## src/rtl/core/btnhc_pkg.sv

```systemverilog
`default_nettype none
package btnhc_pkg;

    localparam int HOLD_SHUTDOWN_MS_DEF = 2000;

    localparam int CFG_IDX_W  = 3;
    localparam int CFG_DATA_W = 32;

    localparam logic [CFG_IDX_W-1:0] CFG_READY_ENABLE   = 3'd0;
    localparam logic [CFG_IDX_W-1:0] CFG_READY_STAMP_MS = 3'd1;
    localparam logic [CFG_IDX_W-1:0] CFG_BOOT_IGNORE_MS = 3'd2;
    localparam logic [CFG_IDX_W-1:0] CFG_CLICK_MIN_MS   = 3'd3;
    localparam logic [CFG_IDX_W-1:0] CFG_CLICK_MAX_MS   = 3'd4;

    localparam logic [15:0] BOOT_IGNORE_RST = 16'd800;
    localparam logic [15:0] CLICK_MIN_RST   = 16'd30;
    localparam logic [15:0] CLICK_MAX_RST   = 16'd800;

    localparam logic [2:0] LIT_MAX = 3'd4;

endpackage
`default_nettype wire

```

## src/rtl/core/btnhc_if.sv

```systemverilog
`default_nettype none
interface btnhc_in_if;
    logic        valid;
    logic        ready;
    logic [31:0] now_ms;
    logic        key_down;

    modport source (output valid, output now_ms, output key_down, input ready);
    modport sink   (input valid, input now_ms, input key_down, output ready);
endinterface

interface btnhc_out_if;
    logic       valid;
    logic       ready;
    logic       flow_on;
    logic       show_progress;
    logic [2:0] progress_lit;
    logic       beep_pulse;
    logic       toggle_pulse;
    logic       shutdown_pulse;

    modport source (output valid, output flow_on, output show_progress,
                    output progress_lit, output beep_pulse, output toggle_pulse,
                    output shutdown_pulse, input ready);
    modport sink   (input valid, input flow_on, input show_progress,
                    input progress_lit, input beep_pulse, input toggle_pulse,
                    input shutdown_pulse, output ready);
endinterface
`default_nettype wire

```

## src/rtl/core/button_hold_click_classifier.sv

```systemverilog
// button_hold_click_classifier
// in_ch carries one poll per item: a millisecond timestamp and the debounced
// key level. out_ch returns exactly one result item per poll, in order: flow
// state, hold progress with its beep pulse, click toggle and shutdown pulse.
// Configuration is written through cfg_we / cfg_index / cfg_wdata; the user
// must write it only while the block is idle, as the block does not enforce
// it, and an index beyond the register list is dropped. An accepted poll is
// held in an input register, classified against the key state by compare and
// subtract logic, and written to the result register when that is free.
// Unstalled throughput is one poll per cycle, set by the single classify stage.
// When the receiver stalls, the result register holds; the input register
// still takes one more poll, then in_ch.ready falls until out_ch moves.
// Reset clears the key state, loads the register defaults and empties both
// registers. After a shutdown pulse the block stays inert until reset.
`default_nettype none
module button_hold_click_classifier
    import btnhc_pkg::*;
#(
    parameter int HOLD_SHUTDOWN_MS = HOLD_SHUTDOWN_MS_DEF
)
(
    input  wire logic                  clk,
    input  wire logic                  rst_n,
    btnhc_in_if.sink                   in_ch,
    btnhc_out_if.source                out_ch,
    input  wire logic                  cfg_we,
    input  wire logic [CFG_IDX_W-1:0]  cfg_index,
    input  wire logic [CFG_DATA_W-1:0] cfg_wdata
);

    localparam logic [31:0] HOLD_T  = 32'(HOLD_SHUTDOWN_MS);
    localparam logic [31:0] LIT1_T  = 32'((1 * HOLD_SHUTDOWN_MS + 3) / 4);
    localparam logic [31:0] LIT2_T  = 32'((2 * HOLD_SHUTDOWN_MS + 3) / 4);
    localparam logic [31:0] LIT3_T  = 32'((3 * HOLD_SHUTDOWN_MS + 3) / 4);
    localparam logic [31:0] LIT4_T  = 32'((4 * HOLD_SHUTDOWN_MS + 3) / 4);

    // configuration
    logic        ready_enable_reg;
    logic [31:0] ready_stamp_reg;
    logic [15:0] boot_ignore_reg;
    logic [15:0] click_min_reg;
    logic [15:0] click_max_reg;

    // key state
    logic        pressing_reg, pressing_next;
    logic [31:0] press_stamp_reg, press_stamp_next;
    logic        flow_stop_reg, flow_stop_next;
    logic [2:0]  last_lit_reg, last_lit_next;
    logic        halted_reg, halted_next;

    // input stage
    logic        s1_valid_reg;
    logic [31:0] s1_now_reg;
    logic        s1_key_reg;

    // result stage
    logic        r_valid_reg;
    logic        r_flow_reg, r_show_reg, r_beep_reg, r_toggle_reg, r_shut_reg;
    logic [2:0]  r_lit_reg;

    logic        advance;
    logic        active;
    logic [31:0] since_ready, held;
    logic [2:0]  lit;
    logic        show, beep, toggle, shut;

    assign advance      = s1_valid_reg && (!r_valid_reg || out_ch.ready);
    assign in_ch.ready  = !s1_valid_reg || advance;

    always_ff @(posedge clk or negedge rst_n)
    begin
        if (!rst_n)
        begin
            ready_enable_reg <= 1'b0;
            ready_stamp_reg  <= '0;
            boot_ignore_reg  <= BOOT_IGNORE_RST;
            click_min_reg    <= CLICK_MIN_RST;
            click_max_reg    <= CLICK_MAX_RST;
        end
        else if (cfg_we)
        begin
            case (cfg_index)
                CFG_READY_ENABLE:   ready_enable_reg <= cfg_wdata[0];
                CFG_READY_STAMP_MS: ready_stamp_reg  <= cfg_wdata[31:0];
                CFG_BOOT_IGNORE_MS: boot_ignore_reg  <= cfg_wdata[15:0];
                CFG_CLICK_MIN_MS:   click_min_reg    <= cfg_wdata[15:0];
                CFG_CLICK_MAX_MS:   click_max_reg    <= cfg_wdata[15:0];
                default:            ;
            endcase
        end
    end

    assign since_ready = s1_now_reg - ready_stamp_reg;
    assign held        = s1_now_reg - press_stamp_reg;
    assign active      = !halted_reg && ready_enable_reg &&
                         (since_ready >= {16'd0, boot_ignore_reg});

    always_comb
    begin
        lit = 3'd0;
        if (held >= LIT4_T)
        begin
            lit = LIT_MAX;
        end
        else if (held >= LIT3_T)
        begin
            lit = 3'd3;
        end
        else if (held >= LIT2_T)
        begin
            lit = 3'd2;
        end
        else if (held >= LIT1_T)
        begin
            lit = 3'd1;
        end
    end

    always_comb
    begin
        pressing_next    = pressing_reg;
        press_stamp_next = press_stamp_reg;
        flow_stop_next   = flow_stop_reg;
        last_lit_next    = last_lit_reg;
        halted_next      = halted_reg;
        show   = 1'b0;
        beep   = 1'b0;
        toggle = 1'b0;
        shut   = 1'b0;
        if (active)
        begin
            if (s1_key_reg)
            begin
                if (!pressing_reg)
                begin
                    // first poll of a press
                    pressing_next    = 1'b1;
                    press_stamp_next = s1_now_reg;
                    last_lit_next    = 3'd0;
                    flow_stop_next   = 1'b1;
                end
                else
                begin
                    show = 1'b1;
                    if (lit > last_lit_reg)
                    begin
                        beep          = 1'b1;
                        last_lit_next = lit;
                    end
                    if (held >= HOLD_T)
                    begin
                        shut        = 1'b1;
                        halted_next = 1'b1;
                    end
                end
            end
            else if (pressing_reg)
            begin
                toggle = (held > {16'd0, click_min_reg}) &&
                         (held < {16'd0, click_max_reg});
                flow_stop_next   = 1'b0;
                pressing_next    = 1'b0;
                last_lit_next    = 3'd0;
            end
        end
    end

    always_ff @(posedge clk or negedge rst_n)
    begin
        if (!rst_n)
        begin
            pressing_reg    <= 1'b0;
            press_stamp_reg <= '0;
            flow_stop_reg   <= 1'b0;
            last_lit_reg    <= 3'd0;
            halted_reg      <= 1'b0;
            s1_valid_reg    <= 1'b0;
            r_valid_reg     <= 1'b0;
        end
        else
        begin
            if (in_ch.ready)
            begin
                s1_valid_reg <= in_ch.valid;
            end
            if (advance)
            begin
                pressing_reg    <= pressing_next;
                press_stamp_reg <= press_stamp_next;
                flow_stop_reg   <= flow_stop_next;
                last_lit_reg    <= last_lit_next;
                halted_reg      <= halted_next;
                r_valid_reg     <= 1'b1;
            end
            else if (out_ch.ready)
            begin
                r_valid_reg <= 1'b0;
            end
        end
    end

    always_ff @(posedge clk)
    begin
        if (in_ch.ready && in_ch.valid)
        begin
            s1_now_reg <= in_ch.now_ms;
            s1_key_reg <= in_ch.key_down;
        end
        if (advance)
        begin
            r_flow_reg   <= !flow_stop_next && !halted_next;
            r_show_reg   <= show;
            r_lit_reg    <= show ? lit : 3'd0;
            r_beep_reg   <= beep;
            r_toggle_reg <= toggle;
            r_shut_reg   <= shut;
        end
    end

    assign out_ch.valid          = r_valid_reg;
    assign out_ch.flow_on        = r_flow_reg;
    assign out_ch.show_progress  = r_show_reg;
    assign out_ch.progress_lit   = r_lit_reg;
    assign out_ch.beep_pulse     = r_beep_reg;
    assign out_ch.toggle_pulse   = r_toggle_reg;
    assign out_ch.shutdown_pulse = r_shut_reg;

endmodule
`default_nettype wire
```

## src/flat_wrapper.sv

```systemverilog
// flat-port wrapper written by rule: the top's interface ports become plain ports
module button_hold_click_classifier_flat import btnhc_pkg::*;
#(
    parameter int HOLD_SHUTDOWN_MS = HOLD_SHUTDOWN_MS_DEF
)
  (clk, rst_n, cfg_we, cfg_index, cfg_wdata, in_ch_valid, in_ch_now_ms, in_ch_key_down, in_ch_ready, out_ch_valid, out_ch_flow_on, out_ch_show_progress, out_ch_progress_lit, out_ch_beep_pulse, out_ch_toggle_pulse, out_ch_shutdown_pulse, out_ch_ready);
  btnhc_in_if in_ch_i ();
  btnhc_out_if out_ch_i ();
  input  wire logic clk;
  input  wire logic rst_n;
  input  wire logic cfg_we;
  input  wire logic [CFG_IDX_W-1:0] cfg_index;
  input  wire logic [CFG_DATA_W-1:0] cfg_wdata;
  input wire logic [$bits(in_ch_i.valid)-1:0] in_ch_valid;
  input wire logic [$bits(in_ch_i.now_ms)-1:0] in_ch_now_ms;
  input wire logic [$bits(in_ch_i.key_down)-1:0] in_ch_key_down;
  output wire logic [$bits(in_ch_i.ready)-1:0] in_ch_ready;
  output wire logic [$bits(out_ch_i.valid)-1:0] out_ch_valid;
  output wire logic [$bits(out_ch_i.flow_on)-1:0] out_ch_flow_on;
  output wire logic [$bits(out_ch_i.show_progress)-1:0] out_ch_show_progress;
  output wire logic [$bits(out_ch_i.progress_lit)-1:0] out_ch_progress_lit;
  output wire logic [$bits(out_ch_i.beep_pulse)-1:0] out_ch_beep_pulse;
  output wire logic [$bits(out_ch_i.toggle_pulse)-1:0] out_ch_toggle_pulse;
  output wire logic [$bits(out_ch_i.shutdown_pulse)-1:0] out_ch_shutdown_pulse;
  input wire logic [$bits(out_ch_i.ready)-1:0] out_ch_ready;
  assign in_ch_i.valid = in_ch_valid;
  assign in_ch_i.now_ms = in_ch_now_ms;
  assign in_ch_i.key_down = in_ch_key_down;
  assign in_ch_ready = in_ch_i.ready;
  assign out_ch_valid = out_ch_i.valid;
  assign out_ch_flow_on = out_ch_i.flow_on;
  assign out_ch_show_progress = out_ch_i.show_progress;
  assign out_ch_progress_lit = out_ch_i.progress_lit;
  assign out_ch_beep_pulse = out_ch_i.beep_pulse;
  assign out_ch_toggle_pulse = out_ch_i.toggle_pulse;
  assign out_ch_shutdown_pulse = out_ch_i.shutdown_pulse;
  assign out_ch_i.ready = out_ch_ready;
  button_hold_click_classifier #(.HOLD_SHUTDOWN_MS(HOLD_SHUTDOWN_MS)) u_core (.clk(clk), .rst_n(rst_n), .in_ch(in_ch_i), .out_ch(out_ch_i), .cfg_we(cfg_we), .cfg_index(cfg_index), .cfg_wdata(cfg_wdata));
endmodule
```

## config.mk

```make
export PLATFORM = sky130hd
export DESIGN_NAME = button_hold_click_classifier_flat
export DESIGN_NICKNAME = d
export VERILOG_FILES = /design/src/rtl/core/btnhc_pkg.sv /design/src/rtl/core/btnhc_if.sv /design/src/rtl/core/button_hold_click_classifier.sv /design/src/flat_wrapper.sv
export SDC_FILE = /design/constraint.sdc
export NUM_CORES = 1
export LEC_CHECK = 0
export BUFFER_PORTS_ARGS = -buffer_cell sky130_fd_sc_hd__clkbuf_2
export CORE_ASPECT_RATIO = 1.4
export CORE_MARGIN = 10
export CORE_UTILIZATION = 40
export DETAILED_ROUTE_END_ITERATION = 10
export HOLD_SLACK_MARGIN = 0.02
export REMOVE_ABC_BUFFERS = 1
export SLEW_MARGIN = 5
export SYNTH_ARGS = -nofsm -noshare
export SYNTH_HDL_FRONTEND = slang
export SYNTH_SLANG_ARGS = --single-unit
```

## constraint.sdc

```tcl
create_clock -name clk -period 6.6 [get_ports clk]
set_input_delay 0.99 -clock clk [delete_from_list [all_inputs] [get_ports clk]]
set_output_delay 0.99 -clock clk [all_outputs]
set_load 0.05 [all_outputs]
```

==> results.ini <==
[clock_network]
cts.reportedPaths.clkPinSlew_ns=0.08
cts.hold.buffers_added=0
clock_sink_count=162
cts_buffers=17
ctsHtreeMaxLevel=4
clk_latency_ns=0.45
cts_resized=0
root_buffer=sky130_fd_sc_hd__clkbuf_16
clock_tree.buffer_depth=2
tritoncts=done
cts.repair_timing.setup_buffer_count=0

[placement]
io_buffer_count=82
detailed_place_hpwl_um=24140
placedInstanceArea_um2=12110
gpl.final_weighted_congestion=0.9135

[sta]
max-slew-margin-rel_pct=25.67
fmax_mhz=170.3
timing_worst_slew_pin_value_ns=1.114
slew_violations=0
fin_tns_setup_ns=0
grt_setup_unrepaired=false
final-hold-violation-count=0
final_min_period_over_clock_period_pct=88.98
setup_viol=0
time_the_final_worst_path_needs_with_i_o_delays_and_setup_ns=5.872
fin_worst_skew_ns=0.01442

[logic_synthesis]
synth_flop_cell=sky130_fd_sc_hd__dfrtp_1
post_syn_area_um2=11340
sequential_share_of_the_synthesized_area_pct=37.67
synth_edf_count=41
yosys.area.top_type_share_pct=24.49
syn-instance-count=1253
synth_top_cells_by_area=sky130_fd_sc_hd__dfrtp_1, sky130_fd_sc_hd__ha_1, sky130_fd_sc_hd__edfxtp_1
avg_synthesized_cell_area_um2=9.051
synth.top_cells.by_count=sky130_fd_sc_hd__nand2_1, sky130_fd_sc_hd__inv_1, sky130_fd_sc_hd__o21ai_0, sky130_fd_sc_hd__dfrtp_1, sky130_fd_sc_hd__ha_1
synth.distinct_cells=80
yosys_register_bits=162
ys_async_rst_share_pct=74.69
yosysTopAreaCell=sky130_fd_sc_hd__dfrtp_1
yosys_warnings=0
most_numerous_cell_in_the_yosys_netlist=sky130_fd_sc_hd__nand2_1

[grt]
grt_first_pass_wirelength_um=48740
grt_antenna_before_repair=0
grt_overflow_total=0
grt_start_max_net_pins=63
grt_pass1_vias=9157
track_usage_pct=17.26

[finish]
area.growth.synth_to_final_pct=12.05
multi_input_comb_area_um2=6422
antenna_cells_inserted=0
area_of_all_sequential_standard_cells_um2=4272
drive_above_1_share_pct=15.08
finish.net_count=1506
finish.instance_area_um2=12710
final.fill_count=2721

[setup_path]
rr_worst_depth=23
criticalPathCategory=flop to flop
r2r-start=u_core.s1_now_reg[0]
r2r-end=u_core.press_stamp_reg[0]
worst_ep_required_time_ns=6.92
cp.arrival_ns=6.19
cp_max_fo=32
critPathCaptureType=flop
cp-start-kind=flop
reg2reg_setup_slack_ns=0.73

[pwr]
p_per_area_nw_per_um2=423.1
vdd_drop_max_mv=0.2208
total_leakage_power_nw=5.696

[floorplan]
fp-row-count=72
die_w_um=162.3
ios=83
design.die.area_um2=35580
floorplan.initialDensity_pct=40.74
core-area_um2=27840
die_y_um=219.2

[job]
drv_cap=0

[status]
status=complete, no violations

[detailed_routing]
total_routed_wirelength_um=30280
detailedRoute.firstPassIterationCount=5
drt-vias-per-instance=5.417
dr_total_vias=9225
ant_nets=0
drt-initial-drc-count=450
drt_drc_violations_left=0
wl_per_cell_um=17.78

[worst_hold_path]
min_path_type=primary input to async pin

## power by group
part / total, mW / internal (mW) / switching (mW)
combinational: 2.96 / 1.21 / 1.75
clock: 1.02 / 0.546 / 0.478
sequential: 1.39 / 1.27 / 0.118
## per-layer routing
metal / global-route usage [%] / wire length, um
met3: 2.548 / 844
met4: 6.292 / 752
met1: 20.41 / 13080
met2: 30.89 / 15610
met5: 0 / 0
## cells by family (layout without fill, tap and decap cells)
group / count (synthesis) / count (layout) / synth area share (%)
AND/OR/NAND/NOR: 362 / 362 / 15.64
AO/OA/AOI/OAI: 344 / 344 / 19.27
buffers and inverters: 173 / 253 / 5.858
flip-flops: 162 / 162 / 37.67
adder cells (fa/ha/maj): 113 / 113 / 12.60
multiplexers: 62 / 62 / 6.101
XOR/XNOR: 37 / 37 / 2.857
## final cells by class
type	instances	share of cell area, %
flip-flops and latches	162	33.62
clock inverters	15	1.378
well taps	370	3.643
inverters	135	3.988
repair buffers	86	3.486
multi-input cells	918	50.54
clock buffers	17	3.348
## through the flow
stage	hold slack, ns	setup slack [ns]	power [mW]	std cells	utilization (%)
detailed placement	0.4685	0.7793	4.350	1671	43.49
CTS	0.4784	0.7594	5.407	1703	45.65
global route	0.5005	0.4521	5.886	1703	45.65
global placement	0.4615	1.003	4.303	1671	43.49
floorplan	0.4487	1.622	3.616	1215	-
finish	0.4765	0.7276	5.376	1703	45.65
## placed cells by master, fill, tap and decap left out, types with 7 or more instances in the layout
master,Yosys,layout
sky130_fd_sc_hd__nor3_1,18,18
sky130_fd_sc_hd__and2_1,8,7
sky130_fd_sc_hd__nand3_1,20,20
sky130_fd_sc_hd__clkbuf_2,1,81
sky130_fd_sc_hd__edfxtp_1,41,41
sky130_fd_sc_hd__o21ai_0,114,114
sky130_fd_sc_hd__xnor2_1,23,23
sky130_fd_sc_hd__mux2i_1,8,8
sky130_fd_sc_hd__mux2_2,48,48
sky130_fd_sc_hd__nor4_1,9,9
sky130_fd_sc_hd__a211oi_1,11,11
sky130_fd_sc_hd__nor2_1,66,64
sky130_fd_sc_hd__a21o_1,22,22
sky130_fd_sc_hd__or3_1,7,7
sky130_fd_sc_hd__ha_1,111,111
sky130_fd_sc_hd__o211ai_1,11,11
sky130_fd_sc_hd__inv_1,134,134
sky130_fd_sc_hd__dfrtp_1,111,111
sky130_fd_sc_hd__nor2b_1,10,10
sky130_fd_sc_hd__a31oi_1,14,14
sky130_fd_sc_hd__o21a_1,16,16
sky130_fd_sc_hd__nand3b_1,7,7
sky130_fd_sc_hd__clkbuf_16,0,17
sky130_fd_sc_hd__xor2_1,14,14
sky130_fd_sc_hd__nand2_1,138,138
sky130_fd_sc_hd__dfstp_2,10,10
sky130_fd_sc_hd__nand4_1,25,25
sky130_fd_sc_hd__nand2b_1,20,20
sky130_fd_sc_hd__a21oi_1,77,77
sky130_fd_sc_hd__a211o_1,9,9
sky130_fd_sc_hd__and3_1,9,9
## worst max-delay path by stage
stage / from / to / cells past startpoint
finish: u_core.s1_now_reg[0] / u_core.press_stamp_reg[0] / 23
global route: u_core.s1_now_reg[0] / u_core.press_stamp_reg[0] / 23
CTS: u_core.s1_now_reg[0] / u_core.press_stamp_reg[0] / 23
detailed placement: u_core.s1_now_reg[0] / u_core.press_stamp_reg[0] / 23
global placement: u_core.s1_now_reg[0] / u_core.press_stamp_reg[0] / 23
floorplan: u_core.s1_now_reg[0] / u_core.press_stamp_reg[10] / 22
## critical path: stages (launching register included)
cell                        delay [ns]
sky130_fd_sc_hd__edfxtp_1         0.39
sky130_fd_sc_hd__inv_1            0.11
sky130_fd_sc_hd__ha_1             0.18
sky130_fd_sc_hd__inv_1            0.06
sky130_fd_sc_hd__fa_1             0.41
sky130_fd_sc_hd__a21o_1           0.19
sky130_fd_sc_hd__a221o_1          0.43
sky130_fd_sc_hd__nand2_1          0.15
sky130_fd_sc_hd__nand2_1          0.06
sky130_fd_sc_hd__a21oi_1          0.17
sky130_fd_sc_hd__xnor2_1          0.08
sky130_fd_sc_hd__ha_1             0.18
sky130_fd_sc_hd__a21o_1           0.16
sky130_fd_sc_hd__a211o_1          0.32
sky130_fd_sc_hd__a2111oi_0        0.43
sky130_fd_sc_hd__o31ai_1          0.22
sky130_fd_sc_hd__a2111o_1         0.44
sky130_fd_sc_hd__nor4b_1          0.29
sky130_fd_sc_hd__o2111a_1         0.22
sky130_fd_sc_hd__nand4_1          0.25
sky130_fd_sc_hd__nand2_2          0.27
sky130_fd_sc_hd__nor3b_4          0.06
sky130_fd_sc_hd__buf_4            0.26
sky130_fd_sc_hd__mux2_1           0.37
Power figures use the tool's default switching activity.
